--- src/sv/wsfd_pkg.sv ---
`default_nettype none

package wsfd_pkg;

  // Default width of the frame length counter.
  localparam int unsigned LENGTH_BITS_DEF = 64;

  // Header length codes and byte counts.
  localparam logic [6:0] LEN_EXT16    = 7'd126;
  localparam logic [6:0] LEN_EXT64    = 7'd127;
  localparam logic [3:0] EXT16_BYTES  = 4'd2;
  localparam logic [3:0] EXT64_BYTES  = 4'd8;
  localparam logic [2:0] KEY_BYTES    = 3'd4;

  // Opcodes that the deframer acts on.
  localparam logic [3:0] OP_CONT   = 4'h0;
  localparam logic [3:0] OP_BINARY = 4'h2;
  localparam logic [3:0] OP_CLOSE  = 4'h8;
  localparam logic [3:0] OP_PING   = 4'h9;

  // Status codes on the result.
  localparam logic [1:0] ST_OK        = 2'd0;
  localparam logic [1:0] ST_NO_MSG    = 2'd1;
  localparam logic [1:0] ST_BINARY    = 2'd2;

  // Parser phase.
  typedef enum logic [2:0] {
    PH_HDR1,
    PH_HDR2,
    PH_EXTLEN,
    PH_KEY,
    PH_PAYLOAD
  } phase_t;

  // One result beat.
  typedef struct packed {
    logic        has_byte;
    logic [7:0]  payload_byte;
    logic [3:0]  message_opcode;
    logic        end_of_message;
    logic [1:0]  status;
    logic        pong_request;
    logic [15:0] close_code;
  } result_t;

endpackage

`default_nettype wire

--- src/sv/wsfd_core.sv ---
`default_nettype none

module wsfd_core #(
  parameter int unsigned LENGTH_BITS = wsfd_pkg::LENGTH_BITS_DEF
) (
  input  wire logic              clk,
  input  wire logic              rst_n,
  input  wire logic              step,
  input  wire logic [7:0]        rx_byte,
  output logic                   res_valid,
  output wsfd_pkg::result_t      res
);

  wsfd_pkg::phase_t         phase_r, phase_nxt;
  logic                     frame_final_r, frame_final_nxt;
  logic                     frame_masked_r, frame_masked_nxt;
  logic [3:0]               open_opcode_r, open_opcode_nxt;
  logic                     message_open_r, message_open_nxt;
  logic [3:0]               len_left_r, len_left_nxt;
  logic [2:0]               key_left_r, key_left_nxt;
  logic [31:0]              mask_key_r, mask_key_nxt;
  logic [LENGTH_BITS-1:0]   bytes_rem_r, bytes_rem_nxt;
  logic [1:0]               key_index_r, key_index_nxt;
  logic [15:0]              close_value_r, close_value_nxt;
  logic [1:0]               msg_count_r, msg_count_nxt;

  logic                     do_after_len;
  logic                     do_start;
  logic                     do_end;
  logic                     end_has;
  logic [7:0]               end_byte;
  logic [7:0]               unmasked;
  logic [3:0]               hdr_op;
  logic [6:0]               hdr_len;

  // State registers.
  always_ff @(posedge clk) begin
    if (!rst_n) begin
      phase_r        <= wsfd_pkg::PH_HDR1;
      frame_final_r  <= 1'b0;
      frame_masked_r <= 1'b0;
      open_opcode_r  <= wsfd_pkg::OP_CONT;
      message_open_r <= 1'b0;
      len_left_r     <= '0;
      key_left_r     <= '0;
      mask_key_r     <= '0;
      bytes_rem_r    <= '0;
      key_index_r    <= '0;
      close_value_r  <= '0;
      msg_count_r    <= '0;
    end else begin
      phase_r        <= phase_nxt;
      frame_final_r  <= frame_final_nxt;
      frame_masked_r <= frame_masked_nxt;
      open_opcode_r  <= open_opcode_nxt;
      message_open_r <= message_open_nxt;
      len_left_r     <= len_left_nxt;
      key_left_r     <= key_left_nxt;
      mask_key_r     <= mask_key_nxt;
      bytes_rem_r    <= bytes_rem_nxt;
      key_index_r    <= key_index_nxt;
      close_value_r  <= close_value_nxt;
      msg_count_r    <= msg_count_nxt;
    end
  end

  assign hdr_op  = rx_byte[3:0];
  assign hdr_len = rx_byte[6:0];

  // Payload byte unmasked by the key byte in turn, first key byte in the top bits.
  assign unmasked = rx_byte ^ 8'(mask_key_r >> {~key_index_r, 3'b000});

  // Next state and result for one accepted byte.
  always_comb begin
    phase_nxt        = phase_r;
    frame_final_nxt  = frame_final_r;
    frame_masked_nxt = frame_masked_r;
    open_opcode_nxt  = open_opcode_r;
    message_open_nxt = message_open_r;
    len_left_nxt     = len_left_r;
    key_left_nxt     = key_left_r;
    mask_key_nxt     = mask_key_r;
    bytes_rem_nxt    = bytes_rem_r;
    key_index_nxt    = key_index_r;
    close_value_nxt  = close_value_r;
    msg_count_nxt    = msg_count_r;
    res_valid        = 1'b0;
    res              = '0;
    do_after_len     = 1'b0;
    do_start         = 1'b0;
    do_end           = 1'b0;
    end_has          = 1'b0;
    end_byte         = '0;

    if (step) begin
      case (phase_r)
        wsfd_pkg::PH_HDR1: begin
          if (hdr_op == wsfd_pkg::OP_CONT && !message_open_r) begin
            // Continuation with nothing open: report it and return to reset state.
            res_valid        = 1'b1;
            res.status       = wsfd_pkg::ST_NO_MSG;
            phase_nxt        = wsfd_pkg::PH_HDR1;
            frame_final_nxt  = 1'b0;
            frame_masked_nxt = 1'b0;
            open_opcode_nxt  = wsfd_pkg::OP_CONT;
            message_open_nxt = 1'b0;
            len_left_nxt     = '0;
            key_left_nxt     = '0;
            mask_key_nxt     = '0;
            bytes_rem_nxt    = '0;
            key_index_nxt    = '0;
            close_value_nxt  = '0;
            msg_count_nxt    = '0;
          end else begin
            frame_final_nxt = rx_byte[7];
            if (hdr_op != wsfd_pkg::OP_CONT) begin
              open_opcode_nxt = hdr_op;
              msg_count_nxt   = '0;
              close_value_nxt = '0;
            end
            message_open_nxt = 1'b1;
            phase_nxt        = wsfd_pkg::PH_HDR2;
          end
        end
        wsfd_pkg::PH_HDR2: begin
          frame_masked_nxt = rx_byte[7];
          mask_key_nxt     = '0;
          key_index_nxt    = '0;
          key_left_nxt     = '0;
          bytes_rem_nxt    = '0;
          if (hdr_len < wsfd_pkg::LEN_EXT16) begin
            bytes_rem_nxt = LENGTH_BITS'(hdr_len);
            len_left_nxt  = '0;
            do_after_len  = 1'b1;
          end else begin
            len_left_nxt = (hdr_len == wsfd_pkg::LEN_EXT16) ? wsfd_pkg::EXT16_BYTES
                                                             : wsfd_pkg::EXT64_BYTES;
            phase_nxt    = wsfd_pkg::PH_EXTLEN;
          end
        end
        wsfd_pkg::PH_EXTLEN: begin
          // Extended length arrives most significant byte first; excess bits wrap.
          bytes_rem_nxt = {bytes_rem_r[LENGTH_BITS-9:0], rx_byte};
          len_left_nxt  = (len_left_r != '0) ? len_left_r - 4'd1 : len_left_r;
          if (len_left_nxt == '0) begin
            do_after_len = 1'b1;
          end
        end
        wsfd_pkg::PH_KEY: begin
          mask_key_nxt = {mask_key_r[23:0], rx_byte};
          key_left_nxt = (key_left_r != '0) ? key_left_r - 3'd1 : key_left_r;
          if (key_left_nxt == '0) begin
            do_start = 1'b1;
          end
        end
        wsfd_pkg::PH_PAYLOAD: begin
          key_index_nxt = key_index_r + 2'd1;
          // The first two bytes of a message form the close code.
          if (msg_count_r == 2'd0) begin
            close_value_nxt = {unmasked, 8'h00};
            msg_count_nxt   = 2'd1;
          end else if (msg_count_r == 2'd1) begin
            close_value_nxt = {close_value_r[15:8], unmasked};
            msg_count_nxt   = 2'd2;
          end
          bytes_rem_nxt = (bytes_rem_r != '0) ? bytes_rem_r - LENGTH_BITS'(1) : bytes_rem_r;
          if (bytes_rem_nxt == '0) begin
            do_end   = 1'b1;
            end_has  = 1'b1;
            end_byte = unmasked;
          end else begin
            res_valid          = 1'b1;
            res.has_byte       = 1'b1;
            res.payload_byte   = unmasked;
            res.message_opcode = open_opcode_r;
          end
        end
        default: begin
          phase_nxt = wsfd_pkg::PH_HDR1;
        end
      endcase
    end

    // Length known: a masked frame collects its key next.
    if (do_after_len) begin
      if (frame_masked_nxt) begin
        key_left_nxt = wsfd_pkg::KEY_BYTES;
        phase_nxt    = wsfd_pkg::PH_KEY;
      end else begin
        do_start = 1'b1;
      end
    end

    // Header done: an empty frame ends at once.
    if (do_start) begin
      if (bytes_rem_nxt == '0) begin
        do_end = 1'b1;
      end else begin
        phase_nxt = wsfd_pkg::PH_PAYLOAD;
      end
    end

    // End of frame, and of the message when the frame is final.
    if (do_end) begin
      phase_nxt = wsfd_pkg::PH_HDR1;
      if (!frame_final_r) begin
        if (end_has) begin
          res_valid          = 1'b1;
          res.has_byte       = 1'b1;
          res.payload_byte   = end_byte;
          res.message_opcode = open_opcode_r;
        end
      end else begin
        res_valid          = 1'b1;
        res.has_byte       = end_has;
        res.payload_byte   = end_byte;
        res.message_opcode = open_opcode_r;
        res.end_of_message = 1'b1;
        res.status         = (open_opcode_r == wsfd_pkg::OP_BINARY) ? wsfd_pkg::ST_BINARY
                                                                    : wsfd_pkg::ST_OK;
        res.pong_request   = (open_opcode_r == wsfd_pkg::OP_PING);
        res.close_code     = (open_opcode_r == wsfd_pkg::OP_CLOSE) ? close_value_nxt
                                                                   : 16'h0000;
        message_open_nxt   = 1'b0;
        msg_count_nxt      = '0;
        close_value_nxt    = '0;
      end
    end
  end

endmodule

`default_nettype wire

--- src/sv/websocket_frame_deframer.sv ---
`default_nettype none

// Receive-side websocket frame deframer. It takes one received byte per beat
// and walks the frame header, the 16- or 64-bit extended length, the optional
// mask key and the payload, giving one result beat per payload byte (unmasked
// and tagged with the message opcode) and a bare end beat for an empty final
// frame. Header bytes give no result, but for an orphan continuation header,
// which gives a bare error beat. A byte is taken every clock when the output
// side keeps up; its result is registered when the byte is accepted, and a new
// byte can be taken in the same cycle that a waiting result is delivered.
// While a result waits and the output side holds off, the input is stalled.
// The clock rate is set by the length counter decrement and its zero test,
// LENGTH_BITS wide, between the input port and the state registers.
module websocket_frame_deframer #(
  parameter int unsigned LENGTH_BITS = wsfd_pkg::LENGTH_BITS_DEF
) (
  input  wire logic        clk,
  input  wire logic        rst_n,
  input  wire logic        in_valid,
  output logic             in_ready,
  input  wire logic [7:0]  in_rx_byte,
  output logic             out_valid,
  input  wire logic        out_ready,
  output logic             out_has_byte,
  output logic [7:0]       out_payload_byte,
  output logic [3:0]       out_message_opcode,
  output logic             out_end_of_message,
  output logic [1:0]       out_status,
  output logic             out_pong_request,
  output logic [15:0]      out_close_code
);

  logic               in_accept;
  logic               res_valid;
  wsfd_pkg::result_t  res;
  logic               out_valid_r, out_valid_nxt;
  wsfd_pkg::result_t  out_r, out_nxt;

  // A byte is taken whenever the output register is free or being emptied.
  assign in_ready  = !out_valid_r || out_ready;
  assign in_accept = in_valid && in_ready;

  wsfd_core #(
    .LENGTH_BITS (LENGTH_BITS)
  ) u_core (
    .clk       (clk),
    .rst_n     (rst_n),
    .step      (in_accept),
    .rx_byte   (in_rx_byte),
    .res_valid (res_valid),
    .res       (res)
  );

  // Output register.
  always_comb begin
    out_valid_nxt = out_valid_r;
    out_nxt       = out_r;
    if (in_accept && res_valid) begin
      out_valid_nxt = 1'b1;
      out_nxt       = res;
    end else if (out_ready) begin
      out_valid_nxt = 1'b0;
    end
  end

  always_ff @(posedge clk) begin
    if (!rst_n) begin
      out_valid_r <= 1'b0;
    end else begin
      out_valid_r <= out_valid_nxt;
    end
  end

  always_ff @(posedge clk) begin
    out_r <= out_nxt;
  end

  assign out_valid          = out_valid_r;
  assign out_has_byte       = out_r.has_byte;
  assign out_payload_byte   = out_r.payload_byte;
  assign out_message_opcode = out_r.message_opcode;
  assign out_end_of_message = out_r.end_of_message;
  assign out_status         = out_r.status;
  assign out_pong_request   = out_r.pong_request;
  assign out_close_code     = out_r.close_code;

  // The error beat carries nothing but its status.
  a_err_bare: assert property (@(posedge clk) disable iff (!rst_n)
    (out_valid && out_status == wsfd_pkg::ST_NO_MSG) |->
      (!out_has_byte && out_message_opcode == wsfd_pkg::OP_CONT && !out_end_of_message))
    else $error("error beat carries payload");

  // A pong request only comes at the end of a ping message.
  a_pong_end: assert property (@(posedge clk) disable iff (!rst_n)
    (out_valid && out_pong_request) |->
      (out_end_of_message && out_message_opcode == wsfd_pkg::OP_PING))
    else $error("pong request outside ping message end");

  // An empty beat never shows payload data.
  a_empty_zero: assert property (@(posedge clk) disable iff (!rst_n)
    (out_valid && !out_has_byte) |-> (out_payload_byte == 8'h00))
    else $error("payload byte set on empty beat");

  // A close code only appears on the end of a close message.
  a_close_end: assert property (@(posedge clk) disable iff (!rst_n)
    (out_valid && out_close_code != 16'h0000) |->
      (out_end_of_message && out_message_opcode == wsfd_pkg::OP_CLOSE))
    else $error("close code outside close message end");

endmodule

`default_nettype wire

--- config.mk ---
export PLATFORM = sky130hd
export DESIGN_NAME = websocket_frame_deframer
export DESIGN_NICKNAME = d
export VERILOG_FILES = /design/src/sv/wsfd_pkg.sv /design/src/sv/wsfd_core.sv /design/src/sv/websocket_frame_deframer.sv
export SDC_FILE = /design/constraint.sdc
export NUM_CORES = 1
export LEC_CHECK = 0
export ABC_AREA = 0
export BUFFER_PORTS_ARGS = -buffer_cell sky130_fd_sc_hd__buf_2
export CAP_MARGIN = 0
export CORE_MARGIN = 2
export CORE_UTILIZATION = 63
export DETAILED_ROUTE_END_ITERATION = 7
export PLACE_DENSITY = 0.81
export SLEW_MARGIN = 40
export SYNTH_ARGS = -nofsm -noshare
export SYNTH_HDL_FRONTEND = slang
export SYNTH_HIERARCHICAL = 1
export SYNTH_SLANG_ARGS = --single-unit
export TNS_END_PERCENT = 50
--- constraint.sdc ---
create_clock -name clk -period 6.1 [get_ports clk]
set_input_delay 1.22 -clock clk [delete_from_list [all_inputs] [get_ports clk]]
set_output_delay 1.22 -clock clk [all_outputs]
set_load 0.05 [all_outputs]
; ---- After elaboration in Yosys (flattened, before gate mapping)
; Cells that the tools add are included.
[op_classes]
order_cmp = 1
n_eq_ne = 10
addsub = 4
n_shift = 1
mux = 93
reduce_logical = 31
bitwise_logic = 3
[op_table]
columns = operator, n
row1 = $pmux W64 S4, 1
row2 = $mux W64, 3
row3 = $logic_not A64 Y1, 2
row4 = $mux W16, 7
row5 = $pmux W32 S3, 1
row6 = $mux W13, 5
row7 = $reduce_bool A64 Y1, 1
row8 = $sub A64 B1 Y64 const B, 1
row9 = $mux W3, 11
row10 = $mux W33, 1
row11 = $mux W32, 1
row12 = $mux W8, 4
row13 = $pmux W16 S2, 1
row14 = $shr A32 B5 Y8, 1
row15 = $mux W1, 31
row16 = $mux W4, 6
row17 = $mux W2, 11
row18 = $mux W20, 1
row19 = $pmux W3 S3, 2
row20 = $reduce_and A3 Y1, 5
row21 = $pmux W4 S3, 1
row22 = $reduce_bool A3 Y1, 4
row23 = $eq A4 B4 Y1 const B, 2
row24 = $logic_not A4 Y1, 2
row25 = 28 further kinds, 38
[totals]
in_bits = 12
word_cells = 163
output_inout_bits = 35
ff_bits = 167

; ---- Depth between registers and ports, before layout
[depth]
ltp_word = 12
depth_mapped = 18
mapped_depth_nobuf = 16

; ---- Modules after synthesis
; The synthesis kept the hierarchy.
[modules_own_cells]
columns = mod, area_per_inst_um2, seq_area_each_um2, cells_each, instances
row1 = wsfd_core, 9232.6, 2662.6, 1271, 1
row2 = websocket_frame_deframer, 1062.3, 1011.0, 39, 1

; ---- Least setup slack after synthesis
; Ideal clock, no wire load.
[synth_path]
kind = input -> register
start = input port out_ready
end = register out_r, in the netlist out_close_code[0] (enable)
n_path_buf = 3
cell_stages = 16
setup_ps = 379
arrival_ps = 4838
required_ps = 5721
path_slack_ps = 883
cell_sequence = nand2b_4 -> and2_4 -> clkbuf_1 -> o21a_1 -> clkbuf_1 -> nand2_1 -> clkbuf_1 -> o31a_1 -> a2111oi_0 -> nand4_1 -> nor4_1 -> nand4_1 -> o21ai_0 -> or2_2 -> nand2_1 -> nor2b_4
[synth_between]
elab_chain_len = 8
elab_cells_between_ends = 17
classes_between = mux (13) / reduce/logical (4)
[synth_lines]
columns = element, line
row1 = from (decl), websocket_frame_deframer.sv:23  ; input wire logic out_ready,
row2 = $logic_or A1 B1 Y1 (*), websocket_frame_deframer.sv:40  ; assign in_ready = !out_valid_r || out_ready;
row3 = $logic_and A1 B1 Y1 (*), websocket_frame_deframer.sv:41  ; assign in_accept = in_valid && in_ready;
row4 = via in_accept, websocket_frame_deframer.sv:33  ; logic in_accept;
row5 = $mux W64 or $mux W1 (tied branches), wsfd_core.sv:95  ; if (step) begin
row6 = $logic_not A64 Y1 or $mux W1 (tied branches), "wsfd_core.sv:196, wsfd_core.sv:186"
row7 = $mux W1 (on tied branches), "wsfd_core.sv:196, wsfd_core.sv:185"
row8 = $mux W1, wsfd_core.sv:195  ; if (do_start) begin
row9 = $mux W1 (*), wsfd_core.sv:204  ; if (do_end) begin
row10 = via res_valid, websocket_frame_deframer.sv:34  ; logic res_valid;
row11 = $logic_and A1 B1 Y1 (*), websocket_frame_deframer.sv:58  ; if (in_accept && res_valid) begin
row12 = to (signal assigned), websocket_frame_deframer.sv:75  ; out_r <= out_nxt;
row13 = to (decl), websocket_frame_deframer.sv:37  ; wsfd_pkg::result_t out_r, out_nxt;
; The timed path passes the listed nets; every way through them passes the cells marked *.
; A chain may end at the register's enable or synchronous reset.

; ---- Final worst setup path
[layout_path]
start = register u_core.bytes_rem_r[50]
end = register out_r, in the netlist out_payload_byte[0] (enable)
[layout_between]
elab_chain_len = 10
elab_cells_between_ends = 20
classes_between = add/sub (1) / mux (15) / reduce/logical (4)
[layout_lines]
columns = element, line
row1 = from (decl), wsfd_core.sv:22  ; logic [LENGTH_BITS-1:0] bytes_rem_r, bytes_rem_nxt;
row2 = from (signal assigned), wsfd_core.sv:60  ; bytes_rem_r <= bytes_rem_nxt;
row3 = $sub A64 B1 Y64 or $reduce_bool A64 Y1 (tied branches), wsfd_core.sv:166  ; bytes_rem_nxt = (bytes_rem_r != '0) ? bytes_rem_r - LENGTH_BITS'(1) : bytes_rem_r;
row4 = $mux W64, wsfd_core.sv:166
row5 = $logic_not A64 Y1, wsfd_core.sv:167  ; if (bytes_rem_nxt == '0) begin
row6 = $mux W1, wsfd_core.sv:167
row7 = $pmux W1 S2 or $mux W1 (tied branches), wsfd_core.sv:96  ; case (phase_r)
row8 = $mux W1, wsfd_core.sv:95
row9 = $mux W1 (on tied branches), "wsfd_core.sv:207, wsfd_core.sv:196"
row10 = $mux W1 (on tied branches), "wsfd_core.sv:206, wsfd_core.sv:195"
row11 = $mux W1 (*), wsfd_core.sv:204
row12 = via res_valid, websocket_frame_deframer.sv:34
row13 = $logic_and A1 B1 Y1 (*), websocket_frame_deframer.sv:58
; Marks and branches as above.

==> impl_summary.txt <==
----------------------------------------------------
[Setup path]
  Critical Path Start Type ... flop
  Biggest fanout along the worst timing path ... 33
  RR Endpoint ... out_payload_byte[0]
  Critical path start-end classification ... flop to flop
  Data required time of the worst path ... 6.22 ns
  Top delay family on crit path ... simple AND/OR/NAND/NOR gates
  Critical Path AT ... 5.52 ns
  Slowest-stage cell, CP ... or3_1
  Critical Path Sink Type ... flop
  Worst path bufs/invs ... 2
  Register-to-register setup slack ... 0.71 ns
  Delay of the slowest cell on the worst path ... 0.74 ns
  Cells on worst reg2reg path ... 15
  RR Startpoint ... u_core/bytes_rem_r[50]
  CP cell instances ... nor4_2 -> nand3b_1 -> or3_1 -> o21ai_4 -> buf_4 -> nor4_1 -> a211oi_1 -> nand4_1 -> nor4_1 -> nand4_1 -> o21ai_0 -> or2_2 -> nand2_1 -> nor2b_4 -> buf_12

[Global routing]
  Antenna violations before repair ... 0
  Global router's overall resource usage ... 42.6%
  Global-route layer with the greatest usage ... met2
  Maximum number of pins on one net before global-route repair ... 72
  Met3 Use GR ... 12.8%
  Vias in the first global route ... 9935
  Met1 track demand over resource in global routing ... 60.2%
  Remaining Overflow, GRT ... 0
  Met2 global-route usage ... 61.1%
  Wire length of the first global-routing pass ... 57.8 mm

[STA]
  Time the final worst path needs with I/O delays and setup ... 5.39 ns
  Final Setup Violations ... 0
  Setup Total Neg Slack ... 0 ns
  Clock Skews ... 0.0146 ns
  Final Max Slew Viols ... 0
  Slew Limit Headroom ... 40.9%
  Worst Hold Slack ... 0.453 ns
  Final period utilization ... 88.4%
  Fin. Hold Viols ... 0
  Unrepaired setup endpoints after global routing ... no
  Least-Margin Pin Slew ... 0.879 ns
  Maximum frequency from static timing analysis ... 185 MHz

[Clock network]
  Total number of H-tree levels ... 4
  Number of buffers created by CTS ... 17
  Source-to-sink clock delay at the later pin of the worst-skew pair ... 0.44 ns
  Clock tree from TritonCTS ... done
  Post-CTS Resized ... 0
  Cell at the root of the clock tree ... clkbuf_16
  Maximum number of buffers from clock root to sink ... 2
  Post-CTS Repair Setup Buffers ... 0
  Clk sinks ... 167
  Count of hold buffers inserted by post-cts repair ... 0
  Clock edge transition at the registers on the reported setup and hold paths ... 0.06 ns

[Finish]
  Fill cell total of the finished layout ... 1286
  Layout area overhead ... 9.80%
  Fraction of final layout cells sized beyond drive strength 1 ... 13.3%
  Number of nets in the finished design ... 1325
  Number of inserted diodes ... 0
  Area used by sequential logic in the layout ... 3670 µm²
  Total area of multi-input combinational cells ... 6100 µm²
  Post-layout utilization of the core ... 70.9%

[Outcome]
  Outcome ... completed

[Logic synthesis]
  Mapped Cells ... 1310
  Synthesis Warnings ... 6
  Count of different cell masters after synthesis ... 90
  Mean cell area of the mapped netlist ... 7.86 µm²
  Portion of the post-synthesis area used by sequential elements ... 35.7%
  Share of flip-flops with an asynchronous set or reset ... 0%
  EDFF count, synth ... 33
  Synthesized flop and latch total ... 167
  Synthesized Nets ... 1329
  Netlist Area Pre-Place ... 10300 µm²
  Commonest register cell after synthesis ... dfxtp_1

[Power]
  PD cells ... 501 nW/µm²
  IR Drop Worst-Case VDD ... 0.849 mV
  Leakage component of the power ... 4.35 nW
  Post-layout power ... 5.67 mW

[Routing]
  Residual antenna-violating net count after detailed routing ... 0
  DRC ... 0
  Post-DR vias/cell ... 7.27
  Wirelength, routed ... 37.8 mm
  Detailed-routing iteration count for the pre-antenna-repair pass ... 7
  Number of vias after detailed routing ... 11167
  Wire per inst ... 24.6 µm
  Starting DRC count in detailed routing ... 2302

[Placement]
  Sum of net half-perimeters after detailed placement ... 26.5 mm
  Count of input and output buffers ... 46
  Final weighted congestion in routability-driven placement ... 1.05

[Floorplanning]
  Total core area ... 15900 µm²
  Die span in y ... 132 µm
  Initial Util ... 64.6%
  Die outline area ... 17400 µm²
  I/O pins ... 47
  Width of the chip ... 132 µm
  Floorplan row count ... 46

[Worst hold path]
  Worst Hold Launch ... u_core/mask_key_r[28]
  Endpoint with the worst hold slack ... u_core/mask_key_r[28]
  Class of the tightest hold or removal check ... flop to flop
  Hold-critical path depth ... 2

[Job]
  Count of maximum capacitance violations ... 0

----------------------------------------------------
==> through the flow <==
stage	std cells	cell area [µm²]	setup WS [ns]
2_1_floorplan	1310	10300	0.883
3_3_place_gp	1503	10700	0.722
3_5_place_dp	1503	10700	0.575
4_1_cts	1535	11300	0.850
5_1_grt	1535	11300	0.526
6_report	1535	11300	0.708
==> worst reg2reg max path, delay by kind of cell, from the launching register on <==
kind | cells | cell delay (ns)
buf+inv | 2 | 0.49
compound gates | 3 | 0.93
simple gates | 10 | 3.19
flops | 1 | 0.45
==> placed cells by master (no fill, tap or decap), types with 12 or more instances in the layout <==
cell type / count
o211ai_1: 14
nor2_1: 114
a22oi_1: 15
clkbuf_16: 19
nand2_1: 178
and2_1: 24
o31ai_1: 16
xnor2_1: 16
a211oi_1: 20
a21oi_1: 116
nor4_2: 12
nor4_1: 30
nand3_1: 66
dfxtp_1: 133
and3_1: 29
or3_1: 13
nand4_1: 29
o21ai_0: 62
inv_1: 20
or4_1: 12
buf_2: 46
a31oi_1: 20
edfxtp_1: 33
buf_4: 40
nor3_1: 37
==> routing by layer <==
| layer | share of wire, % | wire length (µm) |
|---|---|---|
| met5 | 0 | 0 |
| met4 | 5.0 | 1870 |
| met3 | 15 | 5760 |
| met2 | 41 | 15400 |
| met1 | 39 | 14700 |
==> synthesized netlist by cell type (5+ instances only) <==
library cell,n,area [µm²]
nor3_1,37,185
a22oi_1,15,113
edfxtp_1,33,991
mux4_2,8,180
buf_1,5,18.8
and3_1,30,188
nand4_1,29,181
inv_1,21,78.8
nor4_1,31,194
nand2_1,179,672
or4_1,12,90.1
clkbuf_1,78,293
a21o_1,5,37.5
nor3b_1,7,52.6
o31ai_1,17,128
o211ai_1,14,105
xnor2_1,16,140
nor2_1,116,435
a211oi_1,20,150
buf_2,21,105
o21ai_0,62,310
o21ai_1,6,30.0
xor2_1,9,78.8
ha_1,7,87.6
o311a_1,5,50.1
a21oi_1,116,581
o2111ai_1,6,52.6
nand3_1,66,330
o31a_1,5,43.8
or3_1,13,81.3
nand2b_1,10,62.6
a32oi_1,5,43.8
nor2b_1,5,31.3
and2_1,24,150
nor4_2,11,138
mux2i_1,9,90.1
dfxtp_1,134,2680
a31oi_1,20,125
==> worst max path at each step <==
stage	start	to	slack [ns]	cells after the start
final	u_core/bytes_rem_r[50]	out_payload_byte[0]	0.71	15
after global routing	u_core/bytes_rem_r[0]	out_close_code[2]	0.53	16
after CTS	u_core/bytes_rem_r[0]	out_payload_byte[0]	0.85	16
after detailed placement	in_rx_byte[1]	out_payload_byte[6]	0.58	15
after global placement	in_rx_byte[1]	out_payload_byte[0]	0.72	15
after floorplan	out_ready	out_close_code[0]	0.88	16
==> logic make-up after synthesis <==
group | count (synthesis) | synth area share [%]
AO/OA/AOI/OAI | 351 | 22.1
XOR/XNOR | 25 | 2.13
adder cells (fa/ha/maj) | 7 | 0.851
multiplexers | 19 | 2.84
buffers and inverters | 132 | 5.36
AND/OR/NAND/NOR | 609 | 31.1
flip-flops | 167 | 35.7
==> state kept, by name (all words and copies together) (netlist names), 4 cells and up <==
register	count
u_core/len_left_r	4
out_close_code	16
u_core/mask_key_r	32
u_core/bytes_rem_r	64
u_core/close_value_r	16
out_message_opcode	4
out_payload_byte	8
u_core/open_opcode_r	4
==> cell type report <==
type / instances / area share (%)
Tap cell: 216 / 2.39
Clock buffer: 22 / 4.39
Timing Repair Buffer: 87 / 4.87
Sequential cell: 167 / 32.5
Multi-Input combinational cell: 1011 / 53.9
Clock inverter: 10 / 1.17
Inverter: 22 / 0.731
==> power by group <==
group | leakage (nW) | total, mW | switching (mW) | internal (mW)
Sequential | 1.40 | 1.27 | 0.105 | 1.17
Combinational | 2.64 | 3.24 | 2.26 | 0.981
Clock | 0.310 | 1.16 | 0.480 | 0.675
(Power assumes the default switching activity.)
